### src/design/htfd_pkg.sv
// Shared types, constants and the CRC-8 byte update for the frame decoder.
`timescale 1ns / 1ps
package htfd_pkg;

  localparam int unsigned ByteW = 8;
  localparam int unsigned RawW  = 20;
  localparam int unsigned HumW  = 14;
  localparam int unsigned TempW = 15;
  localparam int unsigned PosW  = 3;

  localparam logic [ByteW-1:0] CrcPoly = 8'h31;
  localparam logic [ByteW-1:0] CrcInit = 8'hFF;

  // byte_position codes
  localparam logic [PosW-1:0] PosFirstHum = 3'd1;
  localparam logic [PosW-1:0] PosSecHum   = 3'd2;
  localparam logic [PosW-1:0] PosSplit    = 3'd3;
  localparam logic [PosW-1:0] PosFirstTmp = 3'd4;
  localparam logic [PosW-1:0] PosSecTmp   = 3'd5;
  localparam logic [PosW-1:0] PosCrc      = 3'd6;
  localparam logic [PosW-1:0] PosIdle     = 3'd7;

  // scale factors: centi = floor(raw * scale / 2^20), less the offset for temperature
  localparam logic [HumW-1:0]  HumScale   = 14'd10000;
  localparam logic [TempW-1:0] TempScale  = 15'd20000;
  localparam logic [TempW-1:0] TempOffset = 15'd5000;

  typedef struct packed {
    logic             crc_ok;
    logic [ByteW-1:0] crc;
    logic [ByteW-1:0] status;
    logic [RawW-1:0]  raw_hum;
    logic [RawW-1:0]  raw_tmp;
  } frame_t;

  // MSB-first CRC-8, one byte
  function automatic logic [ByteW-1:0] crc8_byte(input logic [ByteW-1:0] crc,
                                                 input logic [ByteW-1:0] data);
    logic [ByteW-1:0] c;
    c = crc ^ data;
    for (int k = 0; k < ByteW; k++) begin
      if (c[ByteW-1]) c = {c[ByteW-2:0], 1'b0} ^ CrcPoly;
      else            c = {c[ByteW-2:0], 1'b0};
    end
    return c;
  endfunction

endpackage

### src/design/htfd_assembler.sv
// Frame assembly: byte position, running CRC, raw value shifters, frame register.
`timescale 1ns / 1ps
module htfd_assembler (
  input  logic                clk_i,
  input  logic                rst_ni,
  input  logic [7:0]          rx_byte_i,
  input  logic                frame_start_i,
  input  logic                in_valid_i,
  output logic                in_ready_o,
  output logic                frame_valid_o,
  input  logic                frame_ready_i,
  output htfd_pkg::frame_t    frame_o
);
  import htfd_pkg::*;

  logic [PosW-1:0]  pos_q, pos_d;
  logic [ByteW-1:0] crc_q, crc_d;
  logic [ByteW-1:0] status_q, status_d;
  logic [RawW-1:0]  hum_q, hum_d;
  logic [RawW-1:0]  temp_q, temp_d;
  logic             fvalid_q, fvalid_d;
  frame_t           frame_q, frame_d;
  logic             accept;
  logic             emit;
  logic             ok;

  assign in_ready_o = !fvalid_q || frame_ready_i;
  assign accept     = in_valid_i && in_ready_o;
  assign ok         = (rx_byte_i == crc_q);

  always_comb begin
    pos_d    = pos_q;
    crc_d    = crc_q;
    status_d = status_q;
    hum_d    = hum_q;
    temp_d   = temp_q;
    emit     = 1'b0;
    if (accept) begin
      if (frame_start_i) begin
        status_d = rx_byte_i;
        crc_d    = crc8_byte(CrcInit, rx_byte_i);
        hum_d    = '0;
        temp_d   = '0;
        pos_d    = PosFirstHum;
      end else begin
        unique case (pos_q)
          PosFirstHum, PosSecHum: begin
            hum_d = {hum_q[RawW-ByteW-1:0], rx_byte_i};
            crc_d = crc8_byte(crc_q, rx_byte_i);
            pos_d = pos_q + 3'd1;
          end
          PosSplit: begin
            hum_d  = {hum_q[RawW-5:0], rx_byte_i[7:4]};
            temp_d = {16'd0, rx_byte_i[3:0]};
            crc_d  = crc8_byte(crc_q, rx_byte_i);
            pos_d  = pos_q + 3'd1;
          end
          PosFirstTmp, PosSecTmp: begin
            temp_d = {temp_q[RawW-ByteW-1:0], rx_byte_i};
            crc_d  = crc8_byte(crc_q, rx_byte_i);
            pos_d  = pos_q + 3'd1;
          end
          PosCrc: begin
            emit  = 1'b1;
            pos_d = PosIdle;
          end
          default: ;
        endcase
      end
    end
  end

  always_comb begin
    frame_d.crc_ok  = ok;
    frame_d.crc     = crc_q;
    frame_d.status  = status_q;
    frame_d.raw_hum = ok ? hum_q  : '0;
    frame_d.raw_tmp = ok ? temp_q : '0;
    if (emit)               fvalid_d = 1'b1;
    else if (frame_ready_i) fvalid_d = 1'b0;
    else                    fvalid_d = fvalid_q;
  end

  always_ff @(posedge clk_i or negedge rst_ni) begin
    if (!rst_ni) begin
      pos_q    <= PosIdle;
      crc_q    <= CrcInit;
      status_q <= '0;
      hum_q    <= '0;
      temp_q   <= '0;
      fvalid_q <= 1'b0;
    end else begin
      pos_q    <= pos_d;
      crc_q    <= crc_d;
      status_q <= status_d;
      hum_q    <= hum_d;
      temp_q   <= temp_d;
      fvalid_q <= fvalid_d;
    end
  end

  always_ff @(posedge clk_i) begin
    if (emit) frame_q <= frame_d;
  end

  assign frame_valid_o = fvalid_q;
  assign frame_o       = frame_q;

endmodule

### src/design/htfd_convert.sv
// Unit conversion to hundredths and the result register.
`timescale 1ns / 1ps
module htfd_convert (
  input  logic                      clk_i,
  input  logic                      rst_ni,
  input  logic                      frame_valid_i,
  output logic                      frame_ready_o,
  input  htfd_pkg::frame_t          frame_i,
  output logic                      out_valid_o,
  input  logic                      out_ready_i,
  output logic                      crc_ok_o,
  output logic [7:0]                computed_crc_o,
  output logic [7:0]                status_value_o,
  output logic [19:0]               raw_humidity_o,
  output logic [19:0]               raw_temperature_o,
  output logic [13:0]               humidity_centi_o,
  output logic signed [14:0]        temperature_centi_o
);
  import htfd_pkg::*;

  localparam int unsigned HumProdW  = RawW + HumW;
  localparam int unsigned TempProdW = RawW + TempW;

  logic                 ovalid_q;
  logic                 load;
  logic [HumProdW-1:0]  hum_prod;
  logic [TempProdW-1:0] temp_prod;
  logic [TempW-1:0]     temp_c;
  frame_t               res_q;
  logic [HumW-1:0]      hum_c_q;
  logic [TempW-1:0]     temp_c_q;

  assign frame_ready_o = !ovalid_q || out_ready_i;
  assign load          = frame_valid_i && frame_ready_o;

  assign hum_prod  = HumProdW'(frame_i.raw_hum) * HumProdW'(HumScale);
  assign temp_prod = TempProdW'(frame_i.raw_tmp) * TempProdW'(TempScale);
  // failed frames report zero, not the -50.00 offset
  assign temp_c    = frame_i.crc_ok ? (temp_prod[TempProdW-1:RawW] - TempOffset) : '0;

  always_ff @(posedge clk_i or negedge rst_ni) begin
    if (!rst_ni) begin
      ovalid_q <= 1'b0;
    end else if (frame_ready_o) begin
      ovalid_q <= frame_valid_i;
    end
  end

  always_ff @(posedge clk_i) begin
    if (load) begin
      res_q    <= frame_i;
      hum_c_q  <= hum_prod[HumProdW-1:RawW];
      temp_c_q <= temp_c;
    end
  end

  assign out_valid_o         = ovalid_q;
  assign crc_ok_o            = res_q.crc_ok;
  assign computed_crc_o      = res_q.crc;
  assign status_value_o      = res_q.status;
  assign raw_humidity_o      = res_q.raw_hum;
  assign raw_temperature_o   = res_q.raw_tmp;
  assign humidity_centi_o    = hum_c_q;
  assign temperature_centi_o = $signed(temp_c_q);

endmodule

### src/design/humidity_temp_frame_decoder_top.sv
// Top level of the humidity / temperature frame decoder.
// The CRC byte goes into the frame register, then into the result register (two stages).
// Throughput: one byte per cycle; ready drops only while both stages are full and stalled.
// The CRC byte update is a combinational XOR network; each conversion is one constant multiply.
// Reset (async, active low) leaves no frame in progress and empties both result stages.
`timescale 1ns / 1ps
module humidity_temp_frame_decoder_top (
  input  logic               clk_i,
  input  logic               rst_ni,
  input  logic               in_valid_i,
  output logic               in_ready_o,
  input  logic [7:0]         rx_byte_i,
  input  logic               frame_start_i,
  output logic               out_valid_o,
  input  logic               out_ready_i,
  output logic               crc_ok_o,
  output logic [7:0]         computed_crc_o,
  output logic [7:0]         status_value_o,
  output logic [19:0]        raw_humidity_o,
  output logic [19:0]        raw_temperature_o,
  output logic [13:0]        humidity_centi_o,
  output logic signed [14:0] temperature_centi_o
);
  import htfd_pkg::*;

  frame_t frame;
  logic   frame_valid;
  logic   frame_ready;

  htfd_assembler u_asm (
    .clk_i         (clk_i),
    .rst_ni        (rst_ni),
    .rx_byte_i     (rx_byte_i),
    .frame_start_i (frame_start_i),
    .in_valid_i    (in_valid_i),
    .in_ready_o    (in_ready_o),
    .frame_valid_o (frame_valid),
    .frame_ready_i (frame_ready),
    .frame_o       (frame)
  );

  htfd_convert u_conv (
    .clk_i               (clk_i),
    .rst_ni              (rst_ni),
    .frame_valid_i       (frame_valid),
    .frame_ready_o       (frame_ready),
    .frame_i             (frame),
    .out_valid_o         (out_valid_o),
    .out_ready_i         (out_ready_i),
    .crc_ok_o            (crc_ok_o),
    .computed_crc_o      (computed_crc_o),
    .status_value_o      (status_value_o),
    .raw_humidity_o      (raw_humidity_o),
    .raw_temperature_o   (raw_temperature_o),
    .humidity_centi_o    (humidity_centi_o),
    .temperature_centi_o (temperature_centi_o)
  );

endmodule

### config.mk
export PLATFORM = sky130hd
export DESIGN_NAME = humidity_temp_frame_decoder_top
export DESIGN_NICKNAME = d
export VERILOG_FILES = /design/src/design/htfd_pkg.sv /design/src/design/htfd_assembler.sv /design/src/design/htfd_convert.sv /design/src/design/humidity_temp_frame_decoder_top.sv
export SDC_FILE = /design/constraint.sdc
export NUM_CORES = 1
export LEC_CHECK = 0
export ABC_CLOCK_PERIOD_IN_PS = 7600
export BUFFER_PORTS_ARGS = -buffer_cell sky130_fd_sc_hd__buf_2
export CAP_MARGIN = 20
export CORE_MARGIN = 1.5
export CORE_UTILIZATION = 45
export DETAILED_ROUTE_END_ITERATION = 10
export HOLD_SLACK_MARGIN = 0.1
export MAX_ROUTING_LAYER = met4
export PLACE_DENSITY = 0.73
export SLEW_MARGIN = 40
export SYNTH_ARGS = -nofsm -noshare
export SYNTH_HDL_FRONTEND = slang
export SYNTH_SLANG_ARGS = --single-unit
### constraint.sdc
create_clock -name clk_i -period 7.6 [get_ports clk_i]
set_input_delay 1.14 -clock clk_i [delete_from_list [all_inputs] [get_ports clk_i]]
set_output_delay 1.14 -clock clk_i [all_outputs]
set_load 0.02 [all_outputs]
==> metrics.md <==
| Metric | Value |
|---|---|
| Outcome | `completed` |
| Crit path DAT | `6260 ps` |
| Mapped Area | `0.0140 mm2` |
| CP peak stage delay | `580 ps` |
| Synthesized instance count | `1215` |
| Starting density of the core | `0.458` |
| Nets@finish | `1584` |
| Largest cells by area after synthesis | `edfxtp_1, ha_1, fa_1, dfrtp_1, inv_1` |
| R2R Setup Slk | `1620 ps` |
| Root Driver | `clkbuf_16` |
| Final setup viols | `0` |
| WL per Instance | `15.4 um` |
| Adder-cell share of the synthesized area | `0.279` |
| Setup crit end | `u_conv.temperature_centi_o[13]` |
| Most used DFF post-synth | `edfxtp_1` |
| Hold Startpoint | `u_asm.frame_o[47]` |
| DR DRC count | `0` |
| Multiplexer area fraction after synthesis | `0.0235` |
| Crit-path slowest cell | `fa_1` |
| Slew margin rel. | `0.460` |
| Register area share after synthesis | `0.416` |
| Vias in the first global route | `8960` |
| Mapped Nets | `1486` |
| 1st-iter DRT viols | `470` |
| First-pass GRT wire length | `44.8 mm` |
| Max-cap violations | `0` |
| WS Path Type | `flip-flop to flip-flop` |
| Layout area overhead | `12.2%` |
| Worst-path clk slew | `60 ps` |
| Fillcell total | `2677` |
| Total GRT Usage | `0.173` |
| Cells along the critical path | `inv_1, fa_1, inv_1, ha_1, fa_1, ha_1, inv_1, fa_1, inv_1, ha_1, and4_1, and2_1, nand4_1, nand4_1, xor2_1, inv_1, ha_1, or3b_1, and3_1, nor2_1, or3_1, and3_1` |
| Placed Area | `0.0149 mm2` |
| Reg2Reg Depth | `22` |
| I/O pins | `101` |
| Row count | `64` |
| Initial antenna violation count | `0` |
| RD Place Congestion | `0.833` |
| CP Launch Type | `flip-flop` |
| Worst R2R End | `u_conv.temperature_centi_o[13]` |
| Worst EP required | `7870 ps` |
| Post-synth EDFFs | `143` |
| RR Startpoint | `u_asm.frame_o[9]` |
| TritonCTS clock tree | `yes` |
| Post-Synth XOR/XNOR Area | `0.0405` |
| CTS Buf Count | `24` |
| DP Wirelength | `20.0 mm` |
| Clock Skews | `16.7 ps` |
| H-tree depth | `1` |
| Distinct cell type count after synthesis | `79` |
| Post-synthesis register bit count | `204` |
| Drt first pass iters | `4` |
| Num Clock Sinks | `204` |
| Worst hold path class | `flip-flop to flip-flop` |
| Hold Vio Cnt, Final | `0` |
| Footprint of the multi-input gates | `0.00729 mm2` |
| Most common cell in the netlist | `inv_1` |
| VDD IR max | `0.000213 V` |
| Most frequent CP cell | `inv_1` |
| Simple-Gate Fraction of Synth Area | `0.0928` |
| Peak Freq | `167 MHz` |
| YS warnings | `0` |
| Total grt overflow | `0` |
| Main combinational cell family by area after synthesis | `adder cells` |
| Static Leak | `7.27 nW` |
| Worst-margin pin slew | `810 ps` |
| Final wirelength | `26.6 mm` |
| Resized cells post-CTS | `0` |
| Compound-gate portion of the synthesized area | `0.0822` |
| Largest net degree at the start of global routing | `62` |
| Layout cells sized above 1 | `0.147` |
| Setup bufs post-CTS | `0` |
| PortBufs | `100` |
| FFs w/ async S/R, synth | `0.299` |
| Setup TNS | `0 ps` |
| Dpl cells | `1682` |
| Tcrit/Tclk final | `0.787` |
| Final period demand of the worst path | `5980 ps` |
| Core Util, Final | `0.514` |
| Vias per cell | `5.10` |
| Max-slew violations | `0` |
| Syn_area_per_cell | `11.6 um2` |
| Worst-case clock buffer depth | `3` |
| Total power draw | `3.14 mW` |
| Final instance count without filler cells | `1726` |
| CP endpoint kind | `flip-flop` |
| Final Instance Area | `0.0158 mm2` |
| Clock latency on the worst-skew pair | `530 ps` |
| Chip Width | `180 um` |
| Die Area | `0.0323 mm2` |
| ANT cells | `0` |
| CTS Hold Bufs | `0` |
| Final ANT Viol Nets | `0` |
| RSZ-0062 raised after global routing | `no` |
| Post-synth top cells | `inv_1, ha_1, edfxtp_1` |
| Die Span Y | `180 um` |
| Hold Path Stages | `0` |
| Critical path startpoint | `u_asm.frame_o[9]` |
| Area of the core | `0.0307 mm2` |
| Yosys top cell area share | `0.306` |
| PD cells | `199 mW/mm2` |
| Via count | `8799` |
| Cell taking the most area after synthesis | `edfxtp_1` |
| Worst-path fanout max | `7` |
| Storage element area | `0.00583 mm2` |
worst max-delay path: cells and delay by family (launching register included):
| kind | cells | cell delay, ps |
|---|---|---|
| DFF | 1 | 400 |
| adders and majority gates | 7 | 2790 |
| xor gates and xnor gates | 1 | 290 |
| buffers and inverters | 5 | 420 |
| and+or+nand+nor | 9 | 1830 |
worst min path at each step:
| stage | slack (ps) | to |
|---|---|---|
| after floorplan | 400 | u_conv.computed_crc_o[0] |
| after global placement | 400 | u_conv.status_value_o[3] |
| after detailed placement | 410 | u_conv.status_value_o[2] |
| final | 420 | u_conv.status_value_o[7] |
| after CTS | 420 | u_conv.status_value_o[7] |
| after global routing | 420 | u_conv.computed_crc_o[4] |
cells in the final DEF (no fill, tap or decap), drive strengths merged, types with 16 or more instances in the layout:
| cell | instances |
|---|---|
| mux2i | 24 |
| xnor2 | 46 |
| o21ai | 51 |
| nor2 | 32 |
| xor2 | 18 |
| ha | 166 |
| and2 | 53 |
| dfrtp | 50 |
| fa | 92 |
| nand2 | 95 |
| buf | 106 |
| nor3 | 16 |
| o31ai | 27 |
| clkbuf | 29 |
| a21oi | 26 |
| inv | 210 |
| edfxtp | 143 |
layout make-up:
cell class                 instances  area share
timing repair buffer             106      0.0357
tap                              396      0.0314
sequential                       204       0.370
inverter                         207      0.0493
multi-input combinational        770       0.463
clock buffer                      29      0.0406
clock inverter                    14     0.00993
routing by layer:
metal / GRT usage / up-vias / wire (um)
met4: 0.0450 / 0 / 692
met5: - / - / 0
met3: 0.0251 / 52 / 1060
met1: 0.237 / 4266 / 12600
met2: 0.271 / 165 / 12300
li1: - / 4316 / -
report_power, final:
part,internal (mW),switching [mW],total (mW)
Clock,0.674,0.462,1.14
Combinational,0.264,0.331,0.596
Sequential,1.30,0.104,1.41
state kept, by name, summed over array words and instances (netlist names):
signal                      count
u_asm.hum_q                    20
u_asm.temp_q                   20
u_asm.frame_valid_o             1
u_conv.raw_humidity_o          20
u_asm.pos_q                     3
u_asm.crc_q                     8
u_asm.frame_o                  57
u_conv.out_valid_o              1
u_conv.status_value_o           8
u_conv.temperature_centi_o     15
u_conv.computed_crc_o           8
u_conv.raw_temperature_o       20
u_conv.crc_ok_o                 1
u_conv.humidity_centi_o        14
u_asm.status_q                  8
through the flow:
step,worst slack [ps],hold WS [ps]
3_3_place_gp,1740,402
6_report,1620,417
2_1_floorplan,1510,400
3_5_place_dp,1680,407
5_1_grt,1260,423
4_1_cts,1610,419
cells by family after synthesis:
family / after synthesis
xor+xnor: 64
flops: 204
mux: 32
simple gates: 251
fa+ha+maj: 258
compound gates: 165
buf+inv: 241
No activity file was read; power rests on OpenSTA's default activity.
